### config.mk
export PLATFORM = sky130hd
export DESIGN_NAME = rgb565_to_bmp24_stream_top_flat
export DESIGN_NICKNAME = d
export VERILOG_FILES = /design/src/sv/rbs_pkg.sv /design/src/sv/rbs_pix_if.sv /design/src/sv/rbs_byte_if.sv /design/src/sv/rgb565_to_bmp24_stream_top.sv /design/src/sv/rbs_cmdq.sv /design/src/sv/rbs_front.sv /design/src/sv/rbs_back.sv /design/src/flat_wrapper.sv
export SDC_FILE = /design/constraint.sdc
export NUM_CORES = 1
export LEC_CHECK = 0
export BUFFER_PORTS_ARGS = -buffer_cell sky130_fd_sc_hd__buf_2
export CORE_MARGIN = 1.5
export CORE_UTILIZATION = 60
export DETAILED_ROUTE_END_ITERATION = 12
export GPL_TIMING_DRIVEN = 1
export PLACE_DENSITY = 0.77
export SETUP_SLACK_MARGIN = 0.3
export SLEW_MARGIN = 20
export SYNTH_ARGS = -nofsm -noshare
export SYNTH_HDL_FRONTEND = slang
export SYNTH_SLANG_ARGS = --single-unit
### constraint.sdc
create_clock -name i_clk -period 8.2 [get_ports i_clk]
set_input_delay 0.82 -clock i_clk [delete_from_list [all_inputs] [get_ports i_clk]]
set_output_delay 0.82 -clock i_clk [all_outputs]
set_load 0.01 [all_outputs]
### src/sv/rbs_pkg.sv
`timescale 1ns / 1ps

package rbs_pkg;

    localparam int MAX_WIDTH_DEF  = 1024;
    localparam int MAX_HEIGHT_DEF = 1024;

    localparam int PIX_W  = 16;
    localparam int BYTE_W = 8;
    localparam int DIM_W  = 11;
    localparam int RB_W   = 13;
    localparam int DS_W   = 24;
    localparam int POS_W  = 6;
    localparam int PAD_W  = 2;

    localparam logic [DIM_W-1:0] RESET_WIDTH  = 11'd320;
    localparam logic [DIM_W-1:0] RESET_HEIGHT = 11'd240;

    typedef enum logic {
        CFG_WIDTH  = 1'b0,
        CFG_HEIGHT = 1'b1
    } t_cfg_idx;

    localparam logic [BYTE_W-1:0] SIG_B      = 8'h42;
    localparam logic [BYTE_W-1:0] SIG_M      = 8'h4D;
    localparam logic [BYTE_W-1:0] HDR_INFO   = 8'd40;
    localparam logic [BYTE_W-1:0] HDR_PLANES = 8'd1;
    localparam logic [BYTE_W-1:0] HDR_BPP    = 8'd24;

    localparam logic [POS_W-1:0] HDR_LEN    = 6'd54;
    localparam logic [POS_W-1:0] OFS_FSIZE  = 6'd2;
    localparam logic [POS_W-1:0] OFS_DOFF   = 6'd10;
    localparam logic [POS_W-1:0] OFS_HSIZE  = 6'd14;
    localparam logic [POS_W-1:0] OFS_WIDTH  = 6'd18;
    localparam logic [POS_W-1:0] OFS_HEIGHT = 6'd22;
    localparam logic [POS_W-1:0] OFS_PLANES = 6'd26;
    localparam logic [POS_W-1:0] OFS_BPP    = 6'd28;
    localparam logic [POS_W-1:0] OFS_DSIZE  = 6'd34;
    localparam logic [POS_W-1:0] POS_B      = 6'd54;
    localparam logic [POS_W-1:0] POS_G      = 6'd55;
    localparam logic [POS_W-1:0] POS_R      = 6'd56;

    typedef struct packed {
        logic [PIX_W-1:0] pixel;
        logic             hdr;
        logic [PAD_W-1:0] pad;
        logic             frame_done;
        logic [DIM_W-1:0] w;
        logic [DIM_W-1:0] h;
        logic [RB_W-1:0]  rb;
    } t_cmd;

    typedef logic [BYTE_W-1:0] t_lut5 [32];
    typedef logic [BYTE_W-1:0] t_lut6 [64];

    function automatic t_lut5 f_build_lut5();
        t_lut5 lut;
        for (int i = 0; i < 32; i++) begin
            lut[i] = BYTE_W'((i * 255) / 31);
        end
        return lut;
    endfunction

    function automatic t_lut6 f_build_lut6();
        t_lut6 lut;
        for (int i = 0; i < 64; i++) begin
            lut[i] = BYTE_W'((i * 255) / 63);
        end
        return lut;
    endfunction

    localparam t_lut5 SCALE5 = f_build_lut5();
    localparam t_lut6 SCALE6 = f_build_lut6();

    function automatic logic [BYTE_W-1:0] f_le_byte(input logic [31:0] v,
                                                    input logic [1:0] k);
        logic [BYTE_W-1:0] b;
        case (k)
            2'd0:    b = v[7:0];
            2'd1:    b = v[15:8];
            2'd2:    b = v[23:16];
            default: b = v[31:24];
        endcase
        return b;
    endfunction

endpackage

### src/sv/rbs_pix_if.sv
`timescale 1ns / 1ps

interface rbs_pix_if
    import rbs_pkg::*;
();
    logic             valid;
    logic             ready;
    logic [PIX_W-1:0] pixel_rgb565;

    modport source (output valid, output pixel_rgb565, input ready);
    modport sink   (input valid, input pixel_rgb565, output ready);
endinterface

### src/sv/rbs_byte_if.sv
`timescale 1ns / 1ps

interface rbs_byte_if
    import rbs_pkg::*;
();
    logic              valid;
    logic              ready;
    logic [BYTE_W-1:0] out_byte;
    logic              run_last;
    logic              frame_end;

    modport source (output valid, output out_byte, output run_last, output frame_end,
                    input ready);
    modport sink   (input valid, input out_byte, input run_last, input frame_end,
                    output ready);
endinterface

### src/sv/rgb565_to_bmp24_stream_top.sv
`timescale 1ns / 1ps
// RGB565 pixels in BMP order (bottom row first) enter on i_pix; the 24-bit BMP
// file leaves one byte per request on o_byte. The first pixel of a frame is
// preceded by the 54-byte header; each pixel gives B, G, R; the last pixel of
// a row is followed by 0 to 3 zero pad bytes. run_last marks the final byte
// caused by a pixel, frame_end the final byte of the file.
// Width and height are written through i_cfg_we / i_cfg_idx / i_cfg_data while
// the stream is idle; 0 acts as 1, values above the maximum saturate.
// A pixel's bytes pass through the command queue and the output byte
// register. The output side moves one byte per cycle while the receiver is
// ready and a command is queued. A two-entry command queue lets the pixel
// side keep taking requests while the byte side is busy or stalled; a
// stalled receiver holds o_byte and the queue fills, then i_pix.ready drops.
// Reset restores 320 x 240, empties the queue and starts a new frame with a
// header.

module rgb565_to_bmp24_stream_top
    import rbs_pkg::*;
#(
    parameter int MAX_WIDTH  = MAX_WIDTH_DEF,
    parameter int MAX_HEIGHT = MAX_HEIGHT_DEF
) (
    input  logic             i_clk,
    input  logic             i_rst_n,
    input  logic             i_cfg_we,
    input  t_cfg_idx         i_cfg_idx,
    input  logic [DIM_W-1:0] i_cfg_data,
    rbs_pix_if.sink          i_pix,
    rbs_byte_if.source       o_byte
);

    logic push;
    logic pop;
    logic q_full;
    logic q_valid;
    t_cmd push_cmd;
    t_cmd q_cmd;

    rbs_front #(
        .MAX_WIDTH  (MAX_WIDTH),
        .MAX_HEIGHT (MAX_HEIGHT)
    ) u_front (
        .i_clk      (i_clk),
        .i_rst_n    (i_rst_n),
        .i_cfg_we   (i_cfg_we),
        .i_cfg_idx  (i_cfg_idx),
        .i_cfg_data (i_cfg_data),
        .i_pix      (i_pix),
        .i_q_full   (q_full),
        .o_push     (push),
        .o_cmd      (push_cmd)
    );

    rbs_cmdq u_cmdq (
        .i_clk   (i_clk),
        .i_rst_n (i_rst_n),
        .i_push  (push),
        .i_cmd   (push_cmd),
        .o_full  (q_full),
        .i_pop   (pop),
        .o_valid (q_valid),
        .o_cmd   (q_cmd)
    );

    rbs_back u_back (
        .i_clk     (i_clk),
        .i_rst_n   (i_rst_n),
        .i_q_valid (q_valid),
        .i_q_cmd   (q_cmd),
        .o_pop     (pop),
        .o_byte    (o_byte)
    );

endmodule

### src/sv/rbs_cmdq.sv
`timescale 1ns / 1ps

module rbs_cmdq
    import rbs_pkg::*;
(
    input  logic i_clk,
    input  logic i_rst_n,
    input  logic i_push,
    input  t_cmd i_cmd,
    output logic o_full,
    input  logic i_pop,
    output logic o_valid,
    output t_cmd o_cmd
);

    t_cmd       r_mem [2];
    logic       r_wr;
    logic       r_rd;
    logic [1:0] r_cnt;

    assign o_full  = r_cnt[1];
    assign o_valid = (r_cnt != 2'd0);
    assign o_cmd   = r_mem[r_rd];

    always_ff @(posedge i_clk) begin
        if (i_push) begin
            r_mem[r_wr] <= i_cmd;
        end
    end

    always_ff @(posedge i_clk) begin
        if (!i_rst_n) begin
            r_wr  <= 1'b0;
            r_rd  <= 1'b0;
            r_cnt <= 2'd0;
        end else begin
            if (i_push) begin
                r_wr <= ~r_wr;
            end
            if (i_pop) begin
                r_rd <= ~r_rd;
            end
            case ({i_push, i_pop})
                2'b10:   r_cnt <= r_cnt + 2'd1;
                2'b01:   r_cnt <= r_cnt - 2'd1;
                default: r_cnt <= r_cnt;
            endcase
        end
    end

endmodule

### src/sv/rbs_front.sv
`timescale 1ns / 1ps

module rbs_front
    import rbs_pkg::*;
#(
    parameter int MAX_WIDTH  = MAX_WIDTH_DEF,
    parameter int MAX_HEIGHT = MAX_HEIGHT_DEF
) (
    input  logic             i_clk,
    input  logic             i_rst_n,
    input  logic             i_cfg_we,
    input  t_cfg_idx         i_cfg_idx,
    input  logic [DIM_W-1:0] i_cfg_data,
    rbs_pix_if.sink          i_pix,
    input  logic             i_q_full,
    output logic             o_push,
    output t_cmd             o_cmd
);

    localparam int CW = $clog2(MAX_WIDTH + 1);
    localparam int RW = $clog2(MAX_HEIGHT + 1);

    logic [DIM_W-1:0] r_cfg_w;
    logic [DIM_W-1:0] r_cfg_h;
    logic [CW-1:0]    r_col;
    logic [RW-1:0]    r_row;
    logic             r_hdr_sent;

    logic [CW-1:0]    n_col;
    logic [RW-1:0]    n_row;
    logic             n_hdr_sent;

    logic [DIM_W-1:0] w_eff;
    logic [DIM_W-1:0] h_eff;
    logic [CW-1:0]    col;
    logic [RW-1:0]    row;
    logic             row_end;
    logic             frame_done;
    logic             accept;

    assign i_pix.ready = ~i_q_full;
    assign accept      = i_pix.valid & ~i_q_full;
    assign o_push      = accept;

    always_comb begin
        if (r_cfg_w == '0) begin
            w_eff = DIM_W'(1);
        end else if (32'(r_cfg_w) > MAX_WIDTH) begin
            w_eff = DIM_W'(MAX_WIDTH);
        end else begin
            w_eff = r_cfg_w;
        end
        if (r_cfg_h == '0) begin
            h_eff = DIM_W'(1);
        end else if (32'(r_cfg_h) > MAX_HEIGHT) begin
            h_eff = DIM_W'(MAX_HEIGHT);
        end else begin
            h_eff = r_cfg_h;
        end
    end

    always_comb begin
        col        = r_hdr_sent ? r_col : '0;
        row        = r_hdr_sent ? r_row : '0;
        row_end    = (32'(col) + 32'd1) >= 32'(w_eff);
        frame_done = row_end & ((32'(row) + 32'd1) >= 32'(h_eff));
        n_col      = row_end ? '0 : CW'(32'(col) + 32'd1);
        if (!row_end) begin
            n_row = row;
        end else if (frame_done) begin
            n_row = '0;
        end else begin
            n_row = RW'(32'(row) + 32'd1);
        end
        n_hdr_sent = ~frame_done;
    end

    always_comb begin
        o_cmd.pixel      = i_pix.pixel_rgb565;
        o_cmd.hdr        = ~r_hdr_sent;
        o_cmd.pad        = row_end ? w_eff[1:0] : 2'd0;
        o_cmd.frame_done = frame_done;
        o_cmd.w          = w_eff;
        o_cmd.h          = h_eff;
        o_cmd.rb         = RB_W'({w_eff, 1'b0}) + RB_W'(w_eff) + RB_W'(w_eff[1:0]);
    end

    always_ff @(posedge i_clk) begin
        if (!i_rst_n) begin
            r_cfg_w <= RESET_WIDTH;
            r_cfg_h <= RESET_HEIGHT;
        end else if (i_cfg_we) begin
            case (i_cfg_idx)
                CFG_WIDTH:  r_cfg_w <= i_cfg_data;
                CFG_HEIGHT: r_cfg_h <= i_cfg_data;
                default:    r_cfg_w <= r_cfg_w;
            endcase
        end
    end

    always_ff @(posedge i_clk) begin
        if (!i_rst_n) begin
            r_col      <= '0;
            r_row      <= '0;
            r_hdr_sent <= 1'b0;
        end else if (accept) begin
            r_col      <= n_col;
            r_row      <= n_row;
            r_hdr_sent <= n_hdr_sent;
        end
    end

endmodule

### src/sv/rbs_back.sv
`timescale 1ns / 1ps

module rbs_back
    import rbs_pkg::*;
(
    input  logic i_clk,
    input  logic i_rst_n,
    input  logic i_q_valid,
    input  t_cmd i_q_cmd,
    output logic o_pop,
    rbs_byte_if.source o_byte
);

    logic              r_busy;
    logic [POS_W-1:0]  r_pos;
    t_cmd              r_cmd;
    logic [DS_W-1:0]   r_ds;
    logic              r_ov;
    logic [BYTE_W-1:0] r_byte;
    logic              r_run_last;
    logic              r_frame_end;

    logic [BYTE_W-1:0] n_byte;
    logic [31:0]       fsize;
    logic [31:0]       dsize;
    logic              adv;
    logic              emit;
    logic              last;

    assign adv   = ~r_ov | o_byte.ready;
    assign emit  = r_busy & adv;
    assign last  = (r_pos == (POS_R + POS_W'(r_cmd.pad)));
    assign o_pop = i_q_valid & (~r_busy | (emit & last));

    assign dsize = 32'(r_ds);
    assign fsize = 32'(r_ds) + 32'(HDR_LEN);

    always_comb begin
        if (r_pos < OFS_FSIZE) begin
            n_byte = r_pos[0] ? SIG_M : SIG_B;
        end else if (r_pos < OFS_FSIZE + 6'd4) begin
            n_byte = f_le_byte(fsize, 2'(r_pos - OFS_FSIZE));
        end else if (r_pos == OFS_DOFF) begin
            n_byte = BYTE_W'(HDR_LEN);
        end else if (r_pos == OFS_HSIZE) begin
            n_byte = HDR_INFO;
        end else if (r_pos >= OFS_WIDTH && r_pos < OFS_WIDTH + 6'd4) begin
            n_byte = f_le_byte(32'(r_cmd.w), 2'(r_pos - OFS_WIDTH));
        end else if (r_pos >= OFS_HEIGHT && r_pos < OFS_HEIGHT + 6'd4) begin
            n_byte = f_le_byte(32'(r_cmd.h), 2'(r_pos - OFS_HEIGHT));
        end else if (r_pos == OFS_PLANES) begin
            n_byte = HDR_PLANES;
        end else if (r_pos == OFS_BPP) begin
            n_byte = HDR_BPP;
        end else if (r_pos >= OFS_DSIZE && r_pos < OFS_DSIZE + 6'd4) begin
            n_byte = f_le_byte(dsize, 2'(r_pos - OFS_DSIZE));
        end else if (r_pos == POS_B) begin
            n_byte = SCALE5[r_cmd.pixel[4:0]];
        end else if (r_pos == POS_G) begin
            n_byte = SCALE6[r_cmd.pixel[10:5]];
        end else if (r_pos == POS_R) begin
            n_byte = SCALE5[r_cmd.pixel[15:11]];
        end else begin
            n_byte = '0;
        end
    end

    always_ff @(posedge i_clk) begin
        if (o_pop) begin
            r_cmd <= i_q_cmd;
            r_ds  <= DS_W'(i_q_cmd.rb) * DS_W'(i_q_cmd.h);
        end
        if (adv) begin
            r_byte      <= n_byte;
            r_run_last  <= last;
            r_frame_end <= last & r_cmd.frame_done;
        end
    end

    always_ff @(posedge i_clk) begin
        if (!i_rst_n) begin
            r_busy <= 1'b0;
            r_pos  <= '0;
            r_ov   <= 1'b0;
        end else begin
            if (adv) begin
                r_ov <= r_busy;
            end
            if (o_pop) begin
                r_busy <= 1'b1;
                r_pos  <= i_q_cmd.hdr ? '0 : POS_B;
            end else if (emit & last) begin
                r_busy <= 1'b0;
            end else if (emit) begin
                r_pos <= r_pos + POS_W'(1);
            end
        end
    end

    assign o_byte.valid     = r_ov;
    assign o_byte.out_byte  = r_byte;
    assign o_byte.run_last  = r_run_last;
    assign o_byte.frame_end = r_frame_end;

endmodule
### src/flat_wrapper.sv
// flat-port wrapper written by rule: the top's interface ports become plain ports
module rgb565_to_bmp24_stream_top_flat import rbs_pkg::*;
#(
    parameter int MAX_WIDTH  = MAX_WIDTH_DEF,
    parameter int MAX_HEIGHT = MAX_HEIGHT_DEF
)
  (i_clk, i_rst_n, i_cfg_we, i_cfg_idx, i_cfg_data, i_pix_valid, i_pix_pixel_rgb565, i_pix_ready, o_byte_valid, o_byte_out_byte, o_byte_run_last, o_byte_frame_end, o_byte_ready);
  rbs_pix_if i_pix_i ();
  rbs_byte_if o_byte_i ();
  input  logic i_clk;
  input  logic i_rst_n;
  input  logic i_cfg_we;
  input  t_cfg_idx i_cfg_idx;
  input  logic [DIM_W-1:0] i_cfg_data;
  input wire logic [$bits(i_pix_i.valid)-1:0] i_pix_valid;
  input wire logic [$bits(i_pix_i.pixel_rgb565)-1:0] i_pix_pixel_rgb565;
  output wire logic [$bits(i_pix_i.ready)-1:0] i_pix_ready;
  output wire logic [$bits(o_byte_i.valid)-1:0] o_byte_valid;
  output wire logic [$bits(o_byte_i.out_byte)-1:0] o_byte_out_byte;
  output wire logic [$bits(o_byte_i.run_last)-1:0] o_byte_run_last;
  output wire logic [$bits(o_byte_i.frame_end)-1:0] o_byte_frame_end;
  input wire logic [$bits(o_byte_i.ready)-1:0] o_byte_ready;
  assign i_pix_i.valid = i_pix_valid;
  assign i_pix_i.pixel_rgb565 = i_pix_pixel_rgb565;
  assign i_pix_ready = i_pix_i.ready;
  assign o_byte_valid = o_byte_i.valid;
  assign o_byte_out_byte = o_byte_i.out_byte;
  assign o_byte_run_last = o_byte_i.run_last;
  assign o_byte_frame_end = o_byte_i.frame_end;
  assign o_byte_i.ready = o_byte_ready;
  rgb565_to_bmp24_stream_top #(.MAX_WIDTH(MAX_WIDTH), .MAX_HEIGHT(MAX_HEIGHT)) u_core (.i_clk(i_clk), .i_rst_n(i_rst_n), .i_cfg_we(i_cfg_we), .i_cfg_idx(i_cfg_idx), .i_cfg_data(i_cfg_data), .i_pix(i_pix_i), .o_byte(o_byte_i));
endmodule
# Word level (Yosys, flattened, before mapping)

Memory sizes are Yosys's and may differ from the RTL's. A register that Yosys moved wholly into a read port is not among the register bits.
Index checks and enable logic that the tools add are counted.

Add/sub/neg operators: 13
Multipliers: 1
Order comparisons: 15
Equality and inequality tests: 17
Mux-type cells: 44
Bitwise logic cells: 19
Reduce and logical (&&, ||, !) cells: 16

Operator list:

| cell                                                       | count |
|---|---|
| two-way mux 8 bit                                          | 18 |
| two-way mux 11 bit                                         | 9 |
| >= comparator 32 x 11 -> 1 bit                             | 2 |
| one-hot mux 8 bit (3 select lines)                         | 2 |
| one-hot mux 8 bit (2 select lines)                         | 2 |
| adder 24 x 6 -> 25 bit, second input constant              | 1 |
| adder 11 x 1 -> 12 bit, second input constant              | 2 |
| multiplier 13 x 11 -> 24 bit                               | 1 |
| two-way mux 6 bit                                          | 4 |
| greater-than comparator 11 bit, second input constant      | 2 |
| logical NOT 11 bit                                         | 2 |
| == test 6 bit, second input constant                       | 3 |
| >= comparator 6 bit, second input constant                 | 3 |
| adder 12 x 11 -> 13 bit                                    | 1 |
| adder 13 x 2 -> 13 bit                                     | 1 |
| == test 6 x 4 -> 1 bit, second input constant              | 2 |
| == test 6 x 5 -> 1 bit, second input constant              | 2 |
| >= comparator 6 x 5 -> 1 bit, second input constant        | 2 |
| less-than comparator 6 x 5 -> 1 bit, second input constant | 2 |
| inverter 5 -> 6 bit                                        | 2 |
| == test 2 x 1 -> 1 bit, second input constant              | 5 |
| logical NOT 2 bit                                          | 4 |
| inverter 1 bit                                             | 8 |
| nonzero test 2 bit                                         | 4 |
| 21 further kinds                                           | 41 |

Flip-flop bits (word level): 132
RAM bits: 110
Bits in read-only memories: 1024
Input port bits: 33
Output and inout bits: 12
Word-level logic and storage cells: 149
Memories kept: 4

Memories:

| name                | words | width | read ports | clocked after Yosys merged registers in | write ports | RTL line       | text |
|---|---|---|---|---|---|---|---|
| (name not given)    | 64    | 8     | 1          | 0                                       | 0           | rbs_back.sv:60 | `n_byte = SCALE6[r_cmd.pixel[10:5]];` |
| (name not given)    | 32    | 8     | 1          | 0                                       | 0           | rbs_back.sv:62 | `n_byte = SCALE5[r_cmd.pixel[15:11]];` |
| (name not given)    | 32    | 8     | 1          | 0                                       | 0           | rbs_back.sv:58 | `n_byte = SCALE5[r_cmd.pixel[4:0]];` |
| u_core.u_cmdq.r_mem | 2     | 55    | 1          | 1                                       | 1           | rbs_cmdq.sv:16 | `t_cmd r_mem [2];` |

# Longest topological paths before layout

Depth after elaboration: 16
Gate-level depth with buffers: 22
Mapped depth without buffers: 20

# By module

From an unflattened synthesis, not the netlist that was laid out.

Cells, all modules: 1577
Area total of the unflattened synthesis: 16631.0 um^2

Modules (own cells, without submodules):

| module    | instances | cells each | area each (um^2) | sequential area each (um^2) |
|---|---|---|---|---|
| rbs_back  | 1         | 930        | 9027.4           | 2412.3 |
| rbs_cmdq  | 1         | 192        | 4175.3           | 3403.3 |
| rbs_front | 1         | 455        | 3428.3           | 900.9 |

# Least setup slack after synthesis

No wires, ideal clock.

Path type: flip-flop to flip-flop
From: register (tool-made name)
To: register u_core.u_back.r_ds[18] (data pin)
Library setup time: 0.274 ns
Arrival: 5.902 ns
Data required time: 7.926 ns
Path slack: 2.024 ns
Cell stages (with the launch flop): 20
Path buffers: 2
Clock period less this slack: 6.176 ns
Cell sequence: dfxtp_1 clkbuf_1 clkbuf_1 mux2_2 nand2_1 fa_1 fa_1 inv_1 fa_1 fa_1 inv_1 fa_1 inv_1 ha_1 a211oi_1 a21oi_1 or2_0 or2_2 a21oi_1 a311oi_1

RTL lines:

| item                 | RTL line       | text |
|---|---|---|
| to (signal assigned) | rbs_back.sv:71 | `r_ds <= DS_W'(i_q_cmd.rb) * DS_W'(i_q_cmd.h);` |
| to (decl)            | rbs_back.sv:17 | `logic [DS_W-1:0] r_ds;` |

==> impl_metrics.toml <==
[die]
ios = 45
dieHeight_um = 165
initial_core_util_pct = 60.8
rows = 59
die_x_um = 165
fp.coreArea_mm2 = 0.0259
dieArea_mm2 = 0.0272

[placement]
globalplace.congestion = 0.955
placed_cells = 1860
dp_hpwl_um = 26200
place_ws_ns = 1.61
port_buffers = 44

[routing]
antenna_left = 0
firstDrtPassIters = 6
drc = 0
drtIter0Drc = 1125
num_vias = 11400
drt_wl_total_um = 35100
viasPerCell = 5.98
drt-wirelength-per-cell_um = 18.4

[global_route]
grt_pass1_vias = 11300
grt_overflow = 0
grt_pass1_wl_um = 56200
grt_use_total_pct = 26.4
grt_max_degree = 68
antenna_found_initial = 0

[logic_synthesis]
synth_cells = 1520
synthDistinctLibCells = 80
synthTopCellsByCount = "179 x edfxtp_1, 176 x inv_1, 169 x nand2_1, 125 x nor2_1, 105 x ha_1"
syn-cell-area_mm2 = 0.0157
ys_seq_elements = 237
ys_seq_area_share_pct = 41.5
yosys_warnings = 0
synthMostInstantiatedCell = "edfxtp_1"
syn_avg_cell_area_um2 = 10.4
synth_edf_count = 179
async_reset_ff_share_pct = 0
synth_nets = 1740
synth_top_area_cell = "edfxtp_1"
synth_top_area_share_pct = 34.1
synth_ff_type = "edfxtp_1"
synth.area.top_cells = "edfxtp_1 34%, fa_1 10%, ha_1 8.3%"

[timing]
min_period_over_period_pct = 81.4
finClkSkew_ns = 0.0187
setup_violations = 0
final.setup.tns_ns = 0
slew_headroom_pct = 25.8
grt_setup_unrepaired = "false"
fmax_mhz = 150
fin_crit_ns = 6.68
hold_viol = 0
finalWorstSetupSlack_ns = 1.52
tightest_slew_ns = 1.11
slew_viol_final = 0

[clock_tree]
cts_sinks = 237
cts_max_level = 1
clk_pin_slew_ns = 0.06
cts_tree = "yes"
cts_buffers = 25
cts-resized-gates = 0
post_cts_buffers = 0
cts_hold_buf = 0
cts_max_path_buffers = 3
cts-root-buf = "clkbuf_16"
insertion_delay_ns = 0.53

[setup_path]
end_kind = "flop"
crit_required_ns = 8.45
crit_chain = "buf_4, mux2i_1, inv_1, nand2_1, fa_1, fa_1, inv_1, fa_1, fa_1, inv_1, fa_1, inv_1, ha_1, a211oi_1, a21oi_1, or2_0, or2_2, a21oi_1, a311oi_1"
cp_slowest_stage_delay_ns = 0.57
crit_cells = 19
cp.arrival_ns = 6.93
cpMostUsedCell = "fa_1"
crit_fanout = 17
critical_path.top_delay_family = "adder cells"
crit_path_start_kind = "flop"
reg2reg_depth = 19
worst-path-buf-inv = 5
worst-setup-path-type = "flop to flop"
cp_slowest_cell = "mux2i_1"

[final_layout]
final_layout_size_suffix_gt1_share_pct = 10.3
stdcell_count = 1905
final_core_util_pct = 66.0
syn2layout_area_growth_pct = 8.67
fin_nets = 1772
num_antenna_cells = 0

[status]
status = "completed"

[min_path]
holdPathStages = 2
min_from = "u_core.u_front.r_col[4]"
min_path_type = "flop to flop"

[run]
maxCapViolCount = 0
## area by class of cell
class	count	area, µm²
clock inverters	15	184
repair buffers	57	320
inverters	180	676
fillers	1966	8800
clock buffers	30	644
multi-input cells	1051	8330
flip-flops and latches	237	6540
well taps	335	419
## final timing paths
| kind | to | slack, ns |
|---|---|---|
| max reg2reg | u_core.u_back.r_ds[18] | 1.52 |
| min reg2reg | u_core.u_front.r_col[4] | 0.47 |
| min | u_core.u_front.r_col[4] | 0.47 |
| max | u_core.u_back.r_ds[18] | 1.52 |
## registers in the layout (all words and copies together), names as in the netlist, 2 cells and up, named ones only
register / cells
u_core.u_front.r_col: 11
u_core.u_front.r_row: 11
u_core.u_back.o_byte.out_byte: 8
u_core.u_front.r_cfg_w: 11
u_core.u_back.r_cmd: 41
u_core.u_back.r_ds: 22
u_core.u_back.r_pos: 6
u_core.u_front.r_cfg_h: 11
u_core.u_cmdq.r_mem: 106
u_core.u_cmdq.r_cnt: 2
## cells by family after synthesis
group / after synthesis / share of synthesized area, %
and+or+nand+nor: 467 / 13.6
AOI/OAI and AO/OA: 269 / 12.5
DFF: 237 / 41.5
buffers and inverters: 232 / 5.64
adders and majority gates: 188 / 18.8
muxes: 64 / 4.39
xor gates and xnor gates: 63 / 3.51
## cells in the final DEF, fill, tap and decap left out, types with 40 or more instances in the layout
cell type,instances
buf_2,43
ha_1,105
mux2_2,40
xnor2_1,49
dfxtp_1,57
fa_1,82
inv_1,175
nor2_1,124
nand2_1,169
a21oi_1,41
edfxtp_1,179
nand3_1,51
## tightest hold or removal path, cell delays in order (launching register included)
cell	delay, ns
dfxtp_1	0.32
nand2_1	0.06
a21boi_1	0.05
## stage by stage
stage / instance area (µm²) / hold WS [ns]
after floorplan: 15700 / 0.444
after global placement: 16300 / 0.461
after detailed placement: 16300 / 0.463
after CTS: 17100 / 0.465
after global routing: 17100 / 0.476
final: 17100 / 0.470
## per-layer routing
metal  GRT usage (%)  up-vias  wire [µm]
met1            34.5     5483      14700
met3            3.21       85       1920
met2            45.1      398      17300
li1                -     5428          -
met5               0        -          0
met4            9.58        0       1170
Power is not shown: default switching activity piles up to over one toggle a cycle in this logic, so the estimate is an artifact.
